[src/hdl/pmc_pkg.sv]
// ----------------------------------------------------------------------------
// pmc_pkg
// Shared types, constants and the clamp function of the mouse cursor block.
// ----------------------------------------------------------------------------
package pmc_pkg;

  localparam int COORD_WIDTH = 12;
  localparam int LIMIT_W     = 12;
  localparam int CFG_IDX_W   = 2;
  localparam int CALC_W      = ((COORD_WIDTH > LIMIT_W) ? COORD_WIDTH : LIMIT_W) + 2;

  localparam int PKT_DEPTH   = 2;
  localparam int PKT_PTR_W   = $clog2(PKT_DEPTH);
  localparam int PKT_CNT_W   = $clog2(PKT_DEPTH + 1);
  localparam int OUT_DEPTH   = 2;
  localparam int OUT_PTR_W   = $clog2(OUT_DEPTH);
  localparam int OUT_CNT_W   = $clog2(OUT_DEPTH + 1);

  localparam logic [7:0] AUX_MARK = 8'h08;
  localparam logic [7:0] LEFT_BIT = 8'h01;

  localparam logic [LIMIT_W-1:0]     RESET_XLIM = LIMIT_W'(309);
  localparam logic [LIMIT_W-1:0]     RESET_YLIM = LIMIT_W'(184);
  localparam logic [COORD_WIDTH-1:0] RESET_X    = COORD_WIDTH'(160);
  localparam logic [COORD_WIDTH-1:0] RESET_Y    = COORD_WIDTH'(100);

  localparam logic signed [CALC_W-1:0] COORD_MAX = CALC_W'((1 << COORD_WIDTH) - 1);

  typedef enum logic [CFG_IDX_W-1:0] {
    REG_X_LIMIT = 2'd0,
    REG_Y_LIMIT = 2'd1
  } reg_idx_t;

  typedef struct packed {
    logic       left;
    logic [7:0] dx;
    logic [7:0] dy;
  } pkt_t;

  typedef struct packed {
    logic [COORD_WIDTH-1:0] x;
    logic [COORD_WIDTH-1:0] y;
    logic                   left;
  } res_t;

  typedef struct packed {
    logic push;
    logic full;
    logic pop;
    logic empty;
  } pkt_q_ctl_t;

  function automatic logic [COORD_WIDTH-1:0] clamp_coord(
    input logic signed [CALC_W-1:0] v,
    input logic [LIMIT_W-1:0]       limit
  );
    logic signed [CALC_W-1:0] lim;
    logic signed [CALC_W-1:0] r;
    lim = signed'({{(CALC_W-LIMIT_W){1'b0}}, limit});
    if (lim > COORD_MAX) begin
      lim = COORD_MAX;
    end
    r = v;
    if (r < 0) begin
      r = '0;
    end else if (r > lim) begin
      r = lim;
    end
    return r[COORD_WIDTH-1:0];
  endfunction

endpackage

[src/hdl/pmc_front.sv]
// ----------------------------------------------------------------------------
// pmc_front
// Byte classifier: filters out non-aux bytes, aligns packets and emits whole packets.
// ----------------------------------------------------------------------------
module pmc_front (
  input  logic          clk,
  input  logic          rst_n,
  input  logic          in_push,
  output logic          in_full,
  input  logic          in_from_aux,
  input  logic [7:0]    in_data_byte,
  input  logic          pkt_full,
  output logic          pkt_push,
  output pmc_pkg::pkt_t pkt_data
);

  typedef enum logic [2:0] {
    ST_IDX0 = 3'b001,
    ST_IDX1 = 3'b010,
    ST_IDX2 = 3'b100
  } idx_state_t;

  idx_state_t state_r, state_nxt;
  logic       left_r, left_nxt;
  logic [7:0] dx_r, dx_nxt;
  logic       take;

  assign in_full = pkt_full;
  assign take    = in_push && !pkt_full && in_from_aux;

  always_comb begin
    state_nxt = state_r;
    left_nxt  = left_r;
    dx_nxt    = dx_r;
    pkt_push  = 1'b0;
    if (take) begin
      unique case (state_r)
        ST_IDX0: begin
          if ((in_data_byte & pmc_pkg::AUX_MARK) != 8'h00) begin
            left_nxt  = (in_data_byte & pmc_pkg::LEFT_BIT) != 8'h00;
            state_nxt = ST_IDX1;
          end
        end
        ST_IDX1: begin
          dx_nxt    = in_data_byte;
          state_nxt = ST_IDX2;
        end
        ST_IDX2: begin
          pkt_push  = 1'b1;
          state_nxt = ST_IDX0;
        end
        default: state_nxt = ST_IDX0;
      endcase
    end
  end

  assign pkt_data.left = left_r;
  assign pkt_data.dx   = dx_r;
  assign pkt_data.dy   = in_data_byte;

  always_ff @(posedge clk) begin
    if (!rst_n) begin
      state_r <= ST_IDX0;
    end else begin
      state_r <= state_nxt;
    end
  end

  always_ff @(posedge clk) begin
    left_r <= left_nxt;
    dx_r   <= dx_nxt;
  end

endmodule

[src/hdl/pmc_pkt_fifo.sv]
// ----------------------------------------------------------------------------
// pmc_pkt_fifo
// Short packet queue between the byte classifier and the cursor update.
// ----------------------------------------------------------------------------
module pmc_pkt_fifo (
  input  logic          clk,
  input  logic          rst_n,
  input  logic          push,
  input  pmc_pkg::pkt_t wr_data,
  output logic          full,
  input  logic          pop,
  output pmc_pkg::pkt_t rd_data,
  output logic          empty
);

  pmc_pkg::pkt_t                     mem_r [pmc_pkg::PKT_DEPTH];
  logic [pmc_pkg::PKT_PTR_W-1:0]     wr_ptr_r, rd_ptr_r;
  logic [pmc_pkg::PKT_CNT_W-1:0]     count_r;
  logic                              do_wr, do_rd;

  assign full    = count_r == pmc_pkg::PKT_CNT_W'(pmc_pkg::PKT_DEPTH);
  assign empty   = count_r == '0;
  assign do_wr   = push && !full;
  assign do_rd   = pop && !empty;
  assign rd_data = mem_r[rd_ptr_r];

  always_ff @(posedge clk) begin
    if (!rst_n) begin
      wr_ptr_r <= '0;
      rd_ptr_r <= '0;
      count_r  <= '0;
    end else begin
      if (do_wr) begin
        wr_ptr_r <= (wr_ptr_r == pmc_pkg::PKT_PTR_W'(pmc_pkg::PKT_DEPTH - 1)) ? '0
                    : wr_ptr_r + 1'b1;
      end
      if (do_rd) begin
        rd_ptr_r <= (rd_ptr_r == pmc_pkg::PKT_PTR_W'(pmc_pkg::PKT_DEPTH - 1)) ? '0
                    : rd_ptr_r + 1'b1;
      end
      if (do_wr && !do_rd) begin
        count_r <= count_r + 1'b1;
      end else if (do_rd && !do_wr) begin
        count_r <= count_r - 1'b1;
      end
    end
  end

  always_ff @(posedge clk) begin
    if (do_wr) begin
      mem_r[wr_ptr_r] <= wr_data;
    end
  end

endmodule

[src/hdl/pmc_back.sv]
// ----------------------------------------------------------------------------
// pmc_back
// Cursor update: applies packet motion, clamps, and queues the results.
// ----------------------------------------------------------------------------
module pmc_back (
  input  logic                            clk,
  input  logic                            rst_n,
  input  logic [pmc_pkg::LIMIT_W-1:0]     x_limit,
  input  logic [pmc_pkg::LIMIT_W-1:0]     y_limit,
  input  logic                            pkt_empty,
  input  pmc_pkg::pkt_t                   pkt_data,
  output logic                            pkt_pop,
  input  logic                            out_pop,
  output logic                            out_empty,
  output logic [pmc_pkg::COORD_WIDTH-1:0] out_cursor_x,
  output logic [pmc_pkg::COORD_WIDTH-1:0] out_cursor_y,
  output logic                            out_left_button
);

  localparam int CW = pmc_pkg::CALC_W;
  localparam int W  = pmc_pkg::COORD_WIDTH;

  logic [W-1:0]                  pos_x_r, pos_x_nxt;
  logic [W-1:0]                  pos_y_r, pos_y_nxt;
  logic signed [CW-1:0]          nx, ny;
  pmc_pkg::res_t                 mem_r [pmc_pkg::OUT_DEPTH];
  pmc_pkg::res_t                 res;
  logic [pmc_pkg::OUT_PTR_W-1:0] wr_ptr_r, rd_ptr_r;
  logic [pmc_pkg::OUT_CNT_W-1:0] count_r;
  logic                          do_rd;

  assign out_empty = count_r == '0;
  assign do_rd     = out_pop && !out_empty;
  assign pkt_pop   = !pkt_empty &&
                     ((count_r != pmc_pkg::OUT_CNT_W'(pmc_pkg::OUT_DEPTH)) || do_rd);

  always_comb begin
    nx = signed'({{(CW-W){1'b0}}, pos_x_r}) + signed'({{(CW-8){pkt_data.dx[7]}}, pkt_data.dx});
    ny = signed'({{(CW-W){1'b0}}, pos_y_r}) - signed'({{(CW-8){pkt_data.dy[7]}}, pkt_data.dy});
    pos_x_nxt = pmc_pkg::clamp_coord(nx, x_limit);
    pos_y_nxt = pmc_pkg::clamp_coord(ny, y_limit);
    res.x     = pos_x_nxt;
    res.y     = pos_y_nxt;
    res.left  = pkt_data.left;
  end

  assign out_cursor_x    = mem_r[rd_ptr_r].x;
  assign out_cursor_y    = mem_r[rd_ptr_r].y;
  assign out_left_button = mem_r[rd_ptr_r].left;

  always_ff @(posedge clk) begin
    if (!rst_n) begin
      pos_x_r  <= pmc_pkg::RESET_X;
      pos_y_r  <= pmc_pkg::RESET_Y;
      wr_ptr_r <= '0;
      rd_ptr_r <= '0;
      count_r  <= '0;
    end else begin
      if (pkt_pop) begin
        pos_x_r  <= pos_x_nxt;
        pos_y_r  <= pos_y_nxt;
        wr_ptr_r <= (wr_ptr_r == pmc_pkg::OUT_PTR_W'(pmc_pkg::OUT_DEPTH - 1)) ? '0
                    : wr_ptr_r + 1'b1;
      end
      if (do_rd) begin
        rd_ptr_r <= (rd_ptr_r == pmc_pkg::OUT_PTR_W'(pmc_pkg::OUT_DEPTH - 1)) ? '0
                    : rd_ptr_r + 1'b1;
      end
      if (pkt_pop && !do_rd) begin
        count_r <= count_r + 1'b1;
      end else if (do_rd && !pkt_pop) begin
        count_r <= count_r - 1'b1;
      end
    end
  end

  always_ff @(posedge clk) begin
    if (pkt_pop) begin
      mem_r[wr_ptr_r] <= res;
    end
  end

endmodule

[src/hdl/ps2_mouse_packet_cursor.sv]
// ----------------------------------------------------------------------------
// ps2_mouse_packet_cursor
// PS/2 mouse three-byte packet decoder with a clamped cursor position.
//
// Controller bytes enter through in_push/in_full with the aux flag and the
// raw byte. Bytes without the aux flag are dropped, and a packet starts
// only on a byte with bit 3 set. Each completed packet produces one item
// on the result side, read through out_empty/out_pop: clamped cursor X,
// cursor Y (screen-down positive) and the left button.
// One byte is accepted every cycle while in_full is low. The packet is
// written into the packet queue when its third byte is accepted; the
// cursor update then takes it and writes its result into the result
// queue, from which it reaches the result ports, once that queue has room.
// The x_limit and y_limit registers are written through cfg_valid/cfg_ready
// (always ready) and are meant to change only while the block is idle.
// Reset sets the cursor to (160, 100), the limits to 309 and 184, and
// empties both queues. When the receiver stalls, the result queue fills,
// then the packet queue, and then in_full rises until a result is popped.
// ----------------------------------------------------------------------------
module ps2_mouse_packet_cursor (
  input  logic                              clk,
  input  logic                              rst_n,
  input  logic                              in_push,
  output logic                              in_full,
  input  logic                              in_from_aux,
  input  logic [7:0]                        in_data_byte,
  input  logic                              out_pop,
  output logic                              out_empty,
  output logic [pmc_pkg::COORD_WIDTH-1:0]   out_cursor_x,
  output logic [pmc_pkg::COORD_WIDTH-1:0]   out_cursor_y,
  output logic                              out_left_button,
  input  logic                              cfg_valid,
  output logic                              cfg_ready,
  input  logic [pmc_pkg::CFG_IDX_W-1:0]     cfg_index,
  input  logic [pmc_pkg::LIMIT_W-1:0]       cfg_data
);

  logic [pmc_pkg::LIMIT_W-1:0] x_limit_r, y_limit_r;
  pmc_pkg::pkt_q_ctl_t         pq;
  pmc_pkg::pkt_t               pkt_wr, pkt_rd;

  assign cfg_ready = 1'b1;

  always_ff @(posedge clk) begin
    if (!rst_n) begin
      x_limit_r <= pmc_pkg::RESET_XLIM;
      y_limit_r <= pmc_pkg::RESET_YLIM;
    end else if (cfg_valid && cfg_ready) begin
      if (cfg_index == pmc_pkg::REG_X_LIMIT) begin
        x_limit_r <= cfg_data;
      end else if (cfg_index == pmc_pkg::REG_Y_LIMIT) begin
        y_limit_r <= cfg_data;
      end
    end
  end

  pmc_front u_front (
    .clk          (clk),
    .rst_n        (rst_n),
    .in_push      (in_push),
    .in_full      (in_full),
    .in_from_aux  (in_from_aux),
    .in_data_byte (in_data_byte),
    .pkt_full     (pq.full),
    .pkt_push     (pq.push),
    .pkt_data     (pkt_wr)
  );

  pmc_pkt_fifo u_pkt_fifo (
    .clk     (clk),
    .rst_n   (rst_n),
    .push    (pq.push),
    .wr_data (pkt_wr),
    .full    (pq.full),
    .pop     (pq.pop),
    .rd_data (pkt_rd),
    .empty   (pq.empty)
  );

  pmc_back u_back (
    .clk             (clk),
    .rst_n           (rst_n),
    .x_limit         (x_limit_r),
    .y_limit         (y_limit_r),
    .pkt_empty       (pq.empty),
    .pkt_data        (pkt_rd),
    .pkt_pop         (pq.pop),
    .out_pop         (out_pop),
    .out_empty       (out_empty),
    .out_cursor_x    (out_cursor_x),
    .out_cursor_y    (out_cursor_y),
    .out_left_button (out_left_button)
  );

  a_pkt_no_overflow: assert property (@(posedge clk) disable iff (!rst_n)
    !(pq.push && pq.full))
    else $error("packet pushed into a full queue");

  a_pkt_from_aux: assert property (@(posedge clk) disable iff (!rst_n)
    pq.push |-> (in_push && !in_full && in_from_aux))
    else $error("packet emitted without an accepted aux byte");

  a_result_after_pop: assert property (@(posedge clk) disable iff (!rst_n)
    $fell(out_empty) |-> $past(pq.pop))
    else $error("result appeared without a packet being taken");

endmodule
[config.mk]
export PLATFORM = sky130hd
export DESIGN_NAME = ps2_mouse_packet_cursor
export DESIGN_NICKNAME = d
export VERILOG_FILES = /design/src/hdl/pmc_pkg.sv /design/src/hdl/pmc_front.sv /design/src/hdl/pmc_pkt_fifo.sv /design/src/hdl/pmc_back.sv /design/src/hdl/ps2_mouse_packet_cursor.sv
export SDC_FILE = /design/constraint.sdc
export NUM_CORES = 1
export LEC_CHECK = 0
export ABC_AREA = 1
export BUFFER_PORTS_ARGS = -buffer_cell sky130_fd_sc_hd__buf_2
export CORE_ASPECT_RATIO = 1.75
export CORE_MARGIN = 3
export CORE_UTILIZATION = 40
export CTS_BUF_LIST = sky130_fd_sc_hd__clkbuf_8
export DETAILED_ROUTE_END_ITERATION = 10
export RECOVER_POWER = 25
export SLEW_MARGIN = 20
export SYNTH_ARGS = -nofsm -noshare
export SYNTH_HDL_FRONTEND = slang
export SYNTH_HIERARCHICAL = 1
export SYNTH_SLANG_ARGS = --single-unit
[constraint.sdc]
create_clock -name clk -period 9.5 [get_ports clk]
set_input_delay 0.475 -clock clk [delete_from_list [all_inputs] [get_ports clk]]
set_output_delay 0.475 -clock clk [all_outputs]
set_load 0.05 [all_outputs]
==> results.json, run 1 <==
{
  "final-hold-violation-count": 0,
  "fp.dieArea_sq_um": 23300,
  "finalWirelength_microns": 19100,
  "post_route_cells_drive_above_1_share": 0.193,
  "synth_sequential_area_ratio": 0.468,
  "max-clock-path-buffers": 2,
  "io_buffers": 54,
  "mostFrequentLayoutCell": "nand2_1",
  "synth_edf_count": 93,
  "pin_count_of_the_biggest_net_entering_global_routing": 49,
  "rr_worst_depth": 19,
  "num_antenna_cells": 0,
  "grt_overflow_total": 0,
  "post-cts-setup-buffers": 0,
  "viasPerCell": 4.89,
  "startpoint_of_the_tightest_hold_check_path": "in_data_byte[2]",
  "setup-violations-final": 0,
  "synth_cells": 914,
  "post_synthesis_area_per_instance_sq_um": 9.39,
  "fmax_ghz": 0.217,
  "synth.net_count": 996,
  "via_count": 5967,
  "gr-usage-all-layers": 0.169,
  "ioPinCount": 56,
  "synth_flop_cell": "edfxtp_1",
  "worst-slew-pin-transition_ps": 1200,
  "number_of_warning_messages_in_the_yosys_log": 6,
  "clock_tree.root_cell": "clkbuf_8",
  "synth.ff_latch_count": 154,
  "syn_area_sq_um": 8580,
  "final_net_count": 1036,
  "cts_max_level": 4,
  "initial_antenna_violation_count": 0,
  "power.leakage_nw": 4.21,
  "max-slew-margin-rel": 0.195,
  "grt_first_pass_wirelength_microns": 29700,
  "insertion_delay_ps": 460,
  "first_global_vias": 5910,
  "holdPathEnd": "u_pkt_fifo/mem_r[0][2]",
  "route.met3.wl_microns": 517,
  "wl_per_cell_microns": 15.6,
  "final_period_minus_worst_setup_slack_ps": 4610,
  "min-delay-path-class": "in -> reg",
  "core_area_sq_um": 21000,
  "setup_ws_ps": 4890,
  "crit_path_start_kind": "flip-flop",
  "critical_path.reg2reg.endpoint": "u_back/mem_r[0][3]",
  "irDropWorstVdd_v": 0.0000897,
  "die_width_microns": 117,
  "cts_tree": "built",
  "die_h_microns": 200,
  "met1_length_microns": 7420,
  "area_delta_synth_final_pct": 8.72,
  "holdWs_ps": 268,
  "hold_path_depth": 1,
  "dp_hpwl_microns": 14600,
  "synth_cell_type_count": 51,
  "worst_setup_path_end_kind": "flip-flop",
  "rows": 70,
  "largest_fanout_on_the_critical_path": 17,
  "final_max_slew_violation_count": 0,
  "gp_routability_congestion": 0.851,
  "period_share": 0.485,
  "async_reset_ff_frac": 0,
  "dr.max_layer_used": "met4",
  "num-fill-cells": 2075,
  "clkSinkCount": 154,
  "ff2ff_setup_slack_ps": 4890,
  "post_cts_hold_buffer_count": 0,
  "drv_cap": 0,
  "dr.pass1.iters": 4,
  "required_ps": 9710,
  "setup.worst_path.class": "reg -> reg",
  "cts_resized": 0,
  "crit_arrival_ps": 4820,
  "layout.cells.most_common_list": "162 x nand2_1, 135 x inv_1, 93 x edfxtp_1",
  "start_util": 0.408,
  "rsz0062_at_grt": "no",
  "skew_ps": 20.0,
  "dp_slack_ps": 4870,
  "fin_setup_tns_ps": 0,
  "route.detailed.drc": 0,
  "postRouteAntennaNets": 0,
  "clock_transition_at_the_registers_of_the_reported_paths_ps": 90,
  "outcome": "completed",
  "route.met2.wl_microns": 10300,
  "cts_buffers": 17,
  "power.density_cell_area_nw_per_um2": 146,
  "initialDrtViolationCount": 280
}
## synth_stat cells (all sizes together), types with 6 or more instances
master / count / area, sq um
nand4: 19 / 119
xnor2: 6 / 52.6
clkbuf: 7 / 26.3
nand2: 177 / 734
o21ai: 34 / 181
mux2: 42 / 510
nor2: 78 / 310
ha: 52 / 651
nand3: 79 / 541
edfxtp: 93 / 2790
buf: 32 / 248
dfxtp: 61 / 1220
inv: 138 / 518
xor2: 13 / 133
a21oi: 56 / 325
## flip-flops by register name (all words and copies together), names as in the netlist, 2 cells and up, named ones only
name                count
u_pkt_fifo/count_r      2
u_back/pos_y_r         12
u_back/pos_x_r         12
u_front/state_r         3
u_pkt_fifo/mem_r       34
u_back/count_r          2
u_back/mem_r           50
u_front/dx_r            8
y_limit_r              12
x_limit_r              12
## cell type report
class                      count  area [sq um]  area share
clock buffer                  17           234      0.0251
clock inverter                15           178      0.0190
inverter                     139           522      0.0559
multi-input combinational    582          3770       0.404
sequential                   154          4020       0.430
tap                          252           315      0.0338
timing repair buffer          60           303      0.0324
## how the worst max path moves through the flow
stage                     startpoint                  to  slack [ps]  cells after the start
after global placement     flip-flop  u_back/mem_r[0][3]        4930                     19
after global routing       flip-flop  u_back/mem_r[0][3]        4510                     19
after floorplan            flip-flop  u_back/mem_r[0][3]        5690                     21
after CTS                  flip-flop  u_back/mem_r[0][3]        4850                     19
final                      flip-flop  u_back/mem_r[0][3]        4890                     19
after detailed placement   flip-flop  u_back/mem_r[1][3]        4870                     19
## per-layer routing
metal,up-vias,global-route usage
met4,0,0.0774
li1,3088,-
met5,-,0
met3,37,0.0323
met1,2738,0.173
met2,104,0.322
## where the power goes
group / total, mW / internal, mW / switching (mW)
logic: 0.115 / 0.0361 / 0.0788
registers: 0.723 / 0.712 / 0.0118
clock network: 0.528 / 0.245 / 0.283
total: 1.37 / 0.992 / 0.374
## cells by family after synthesis
| logic type | synth area share |
|---|---|
| AOI/OAI and AO/OA | 0.0689 |
| xor gates and xnor gates | 0.0216 |
| adders and majority gates | 0.0805 |
| buffers and inverters | 0.0927 |
| DFF | 0.468 |
| muxes | 0.0595 |
| other | 0.000437 |
| and+or+nand+nor | 0.209 |
## worst max-delay path, stage by stage, from the launching register on
cell and delay (ps):
dfxtp_1 940, mux2_4 350, inv_1 160, ha_1 390, nand2_1 80, or2_1 240
nand3_2 110, a21oi_1 80, or2_2 270, nand2_1 80, inv_1 40, ha_1 280
nand2_1 60, nor3_1 240, nand4_1 110, nand2_1 150, inv_1 70, o21ai_2 380
o21ai_1 150, and3_1 180
## metrics by stage
stage | total power, mW | instances | util | instance area [sq um]
2_1_floorplan | 0.826 | 914 | - | 8580
3_3_place_gp | 0.855 | 1187 | 0.426 | 8950
3_5_place_dp | 0.856 | 1187 | 0.426 | 8950
4_1_cts | 1.38 | 1219 | 0.445 | 9360
5_1_grt | 1.42 | 1219 | 0.444 | 9330
6_report | 1.37 | 1219 | 0.444 | 9330
No activity file was read; power rests on OpenSTA's default activity.
==> run 2: changes to the inputs <==
--- a/config.mk
+++ b/config.mk
@@ -5,7 +5,7 @@
 export SDC_FILE = /design/constraint.sdc
 export NUM_CORES = 1
 export LEC_CHECK = 0
-export ABC_AREA = 1
+export ABC_AREA = 0
 export BUFFER_PORTS_ARGS = -buffer_cell sky130_fd_sc_hd__buf_2
 export CORE_ASPECT_RATIO = 1.75
 export CORE_MARGIN = 3
==> constraint.sdc (replaced) <==
create_clock -name clk -period 4.1 [get_ports clk]
set_input_delay 0.205 -clock clk [delete_from_list [all_inputs] [get_ports clk]]
set_output_delay 0.205 -clock clk [all_outputs]
set_load 0.05 [all_outputs]
==> run 2 against run 1 <==
  * The run now ends with negative setup slack left
  * Non-clock buffer count grew 87
  * Wire length is 2.9% higher
  * Sequential power is 130% higher
  * Final cell count is 9.1% lower
  * Critical endpoint is now u_back/pos_x_r[9]
  * Via count decreased by 2.8%
  * Flip-flop and latch count is the same
  * Maximum frequency is 8.8% higher
  * Highest routed layer unchanged
  * Synthesized cell count fell by 22%
  * Critical path type unchanged
  * Clock-buffer cell count unchanged
==> results.json, run 2 <==
{
  "outcome": "finished with violations",
  "failing_checks": "negative setup slack",
  "clkPwrFrac": 0.398,
  "fp.dieArea_sq_um": 21900,
  "initial_antenna_violation_count": 0,
  "initialDrtViolationCount": 281,
  "pin_count_of_the_biggest_net_entering_global_routing": 41,
  "required_ps": 4470,
  "worst_setup_path_end_kind": "flip-flop",
  "cts_buffers": 17,
  "synthTopCellsByCount": "93 x edfxtp_1, 61 x dfxtp_1, 54 x inv_1, 53 x nand2_1, 52 x ha_1",
  "setup_ws_ps": -137,
  "io_buffers": 54,
  "insertion_delay_ps": 460,
  "largest-register": "u_back/mem_r",
  "final_max_slew_violation_count": 0,
  "synthDominantCellAreaShare": 0.347,
  "fmax_ghz": 0.236,
  "setup.worst_path.class": "reg -> reg",
  "gp_routability_congestion": 0.925,
  "number_of_warning_messages_in_the_yosys_log": 6,
  "synth_sequential_area_ratio": 0.499,
  "max-slew-margin-rel": 0.185,
  "num_antenna_cells": 0,
  "cts_tree": "built",
  "synth.ff_latch_count": 154,
  "syn_area_sq_um": 8040,
  "gr-usage-all-layers": 0.177,
  "viasPerCell": 5.24,
  "finalInstanceArea_sq_um": 10300,
  "rows": 68,
  "dp_cells": 1038,
  "post_route_cells_drive_above_1_share": 0.364,
  "netSwitchingPower_mw": 0.791,
  "via_count": 5801,
  "final_net_count": 932,
  "cpPeakStageDelay_ps": 390,
  "final_period_minus_worst_setup_slack_ps": 4240,
  "worst-slew-pin-transition_ps": 1210,
  "ioPinCount": 56,
  "die_h_microns": 194,
  "period_share": 1.03,
  "synth_cells": 714,
  "dp_hpwl_microns": 14100,
  "core_area_sq_um": 19700,
  "start_util": 0.407,
  "drv_cap": 0,
  "max-clock-path-buffers": 2,
  "layout.cells.most_common_list": "93 x edfxtp_1, 66 x buf_4, 60 x dfxtp_1",
  "grt_overflow_total": 0,
  "irDropWorstVdd_v": 0.000359,
  "mostFrequentLayoutCell": "edfxtp_1",
  "switching_share_of_power": 0.246,
  "dp_slack_ps": -230,
  "power.density_cell_area_nw_per_um2": 312,
  "design_power_total_mw": 3.22,
  "skew_ps": 16.4,
  "placedInstanceArea_sq_um": 8900,
  "area_delta_synth_final_pct": 28.5,
  "pwr-share-seq": 0.516,
  "slowest_library_cell_on_the_worst_path": "dfxtp_4",
  "internal_power_mw": 2.43,
  "synth_most_common_cell": "edfxtp_1",
  "setup-violations-final": 62,
  "wl_per_cell_microns": 17.7,
  "final-hold-violation-count": 0,
  "clock_tree.root_cell": "clkbuf_8",
  "crit_arrival_ps": 4610,
  "postRouteAntennaNets": 0,
  "largest_fanout_on_the_critical_path": 6,
  "hold_path_depth": 3,
  "largest_register_ff_count": 50,
  "synth_edf_count": 93,
  "synth_cell_type_count": 73,
  "synth_flop_cell": "edfxtp_1",
  "post_synthesis_area_per_instance_sq_um": 11.3,
  "reg_top3": "u_back/mem_r: 50 flops, u_pkt_fifo/mem_r: 34 flops",
  "fin_cells": 1108,
  "crit_path_start_kind": "flip-flop",
  "synth_area_leaders": "edfxtp_1 35%, dfxtp_1 15%, ha_1 8.1%",
  "path_cells": "buf_12 > mux2_2 > ha_1 > a21oi_2 > o2111ai_2 > a211oi_2 > buf_4 > o21ai_1 > xnor2_1 > ha_1 > nand2_1 > nor2_1 > a211oi_2 > nand3_2 > buf_4 > buf_4 > a21boi_4 > o22ai_4 > buf_4 > o32ai_1",
  "holdWs_ps": 23.7,
  "power.leakage_nw": 3.99,
  "grt_first_pass_wirelength_microns": 30400,
  "rr_worst_depth": 20,
  "num-fill-cells": 1718,
  "die_width_microns": 113,
  "finish.utilization": 0.524,
  "finalWirelength_microns": 19600,
  "critPathMostFrequentCell": "buf_4",
  "cts_max_level": 4,
  "clock_transition_at_the_registers_of_the_reported_paths_ps": 90,
  "fin_setup_tns_ps": -5270,
  "clkSinkCount": 154,
  "synth.net_count": 796,
  "cell_type_with_the_highest_aggregate_area_in_the_netlist": "edfxtp_1",
  "dr.pass1.iters": 4,
  "route.detailed.drc": 0,
  "comb_power_share": 0.086,
  "rsz0062_at_grt": "yes",
  "first_global_vias": 5982,
  "async_reset_ff_frac": 0,
  "min-delay-path-class": "in -> reg"
}
==> run 2: cell types whose count changed after synthesis, sizes merged, moves of 8 or more <==
cell,change
nand3,-65
nand4,-13
xnor2,+13
mux2i,+36
a21oi,-25
inv,-82
nor2,-34
a211oi,+9
nand2,-124
o211ai,+8
nor2b,+12
buf,-13
==> run 2: routing by layer <==
layer,wire length (microns),part of all wire,track usage,vias to the layer above
met5,0,0,0,-
met4,736,0.037,0.0918,0
met1,7850,0.40,0.199,2792
li1,-,-,-,2844
met3,723,0.037,0.0344,40
met2,10300,0.53,0.313,125
==> run 2: what timing repair did <==
action                                  CTS  global route
gates resized for setup                  48            84
hold buffers                             13             0
pin swaps                                 9            35
setup buffers                            11            13
gates cloned                              1             1
endpoints found under the hold margin    31             0
endpoints found under the setup margin   72            72
==> run 2: final cells by class <==
class	count	area, sq um	area share
sequential	154	4020	0.389
clock inverter	15	211	0.0205
multi-input combinational	474	4260	0.412
clock buffer	17	234	0.0226
inverter	56	213	0.0206
timing repair buffer	147	1100	0.106
tap	245	307	0.0297
==> run 2: power groups by stage <==
stage               clock network [mW]  logic, mW  registers [mW]
floorplan                            0      0.180            1.69
global placement                     0      0.244            1.69
detailed placement                   0      0.247            1.69
CTS                               1.32      0.269            1.66
global route                      1.37      0.296            1.66
finish                            1.28      0.276            1.66
==> run 2: critical path: cells and delay by family, from the launching register on <==
family	cells	cell delay, ps
muxes	1	370
DFF	1	390
AOI/OAI and AO/OA	8	1550
buffers and inverters	5	720
xor gates and xnor gates	1	200
and+or+nand+nor	3	290
adders and majority gates	2	610
==> run 2: cell families after synthesis <==
kind of cell,Yosys count,share of synthesized area
AND/OR/NAND/NOR,177,0.118
flip-flops,154,0.499
AO/OA/AOI/OAI,135,0.113
buffers and inverters,86,0.0489
multiplexers,78,0.104
adder cells (fa/ha/maj),54,0.0859
XOR/XNOR,29,0.0316
other,1,0.000466
==> run 2: final timing paths <==
check	start	end	slack (ps)
hold reg to reg	u_front/dx_r[1]	u_pkt_fifo/mem_r[1][9]	450
setup / recovery	flip-flop	u_back/pos_x_r[9]	-140
hold / removal	cfg_data[7]	x_limit_r[7]	20
setup reg to reg	flip-flop	u_back/pos_x_r[9]	-140
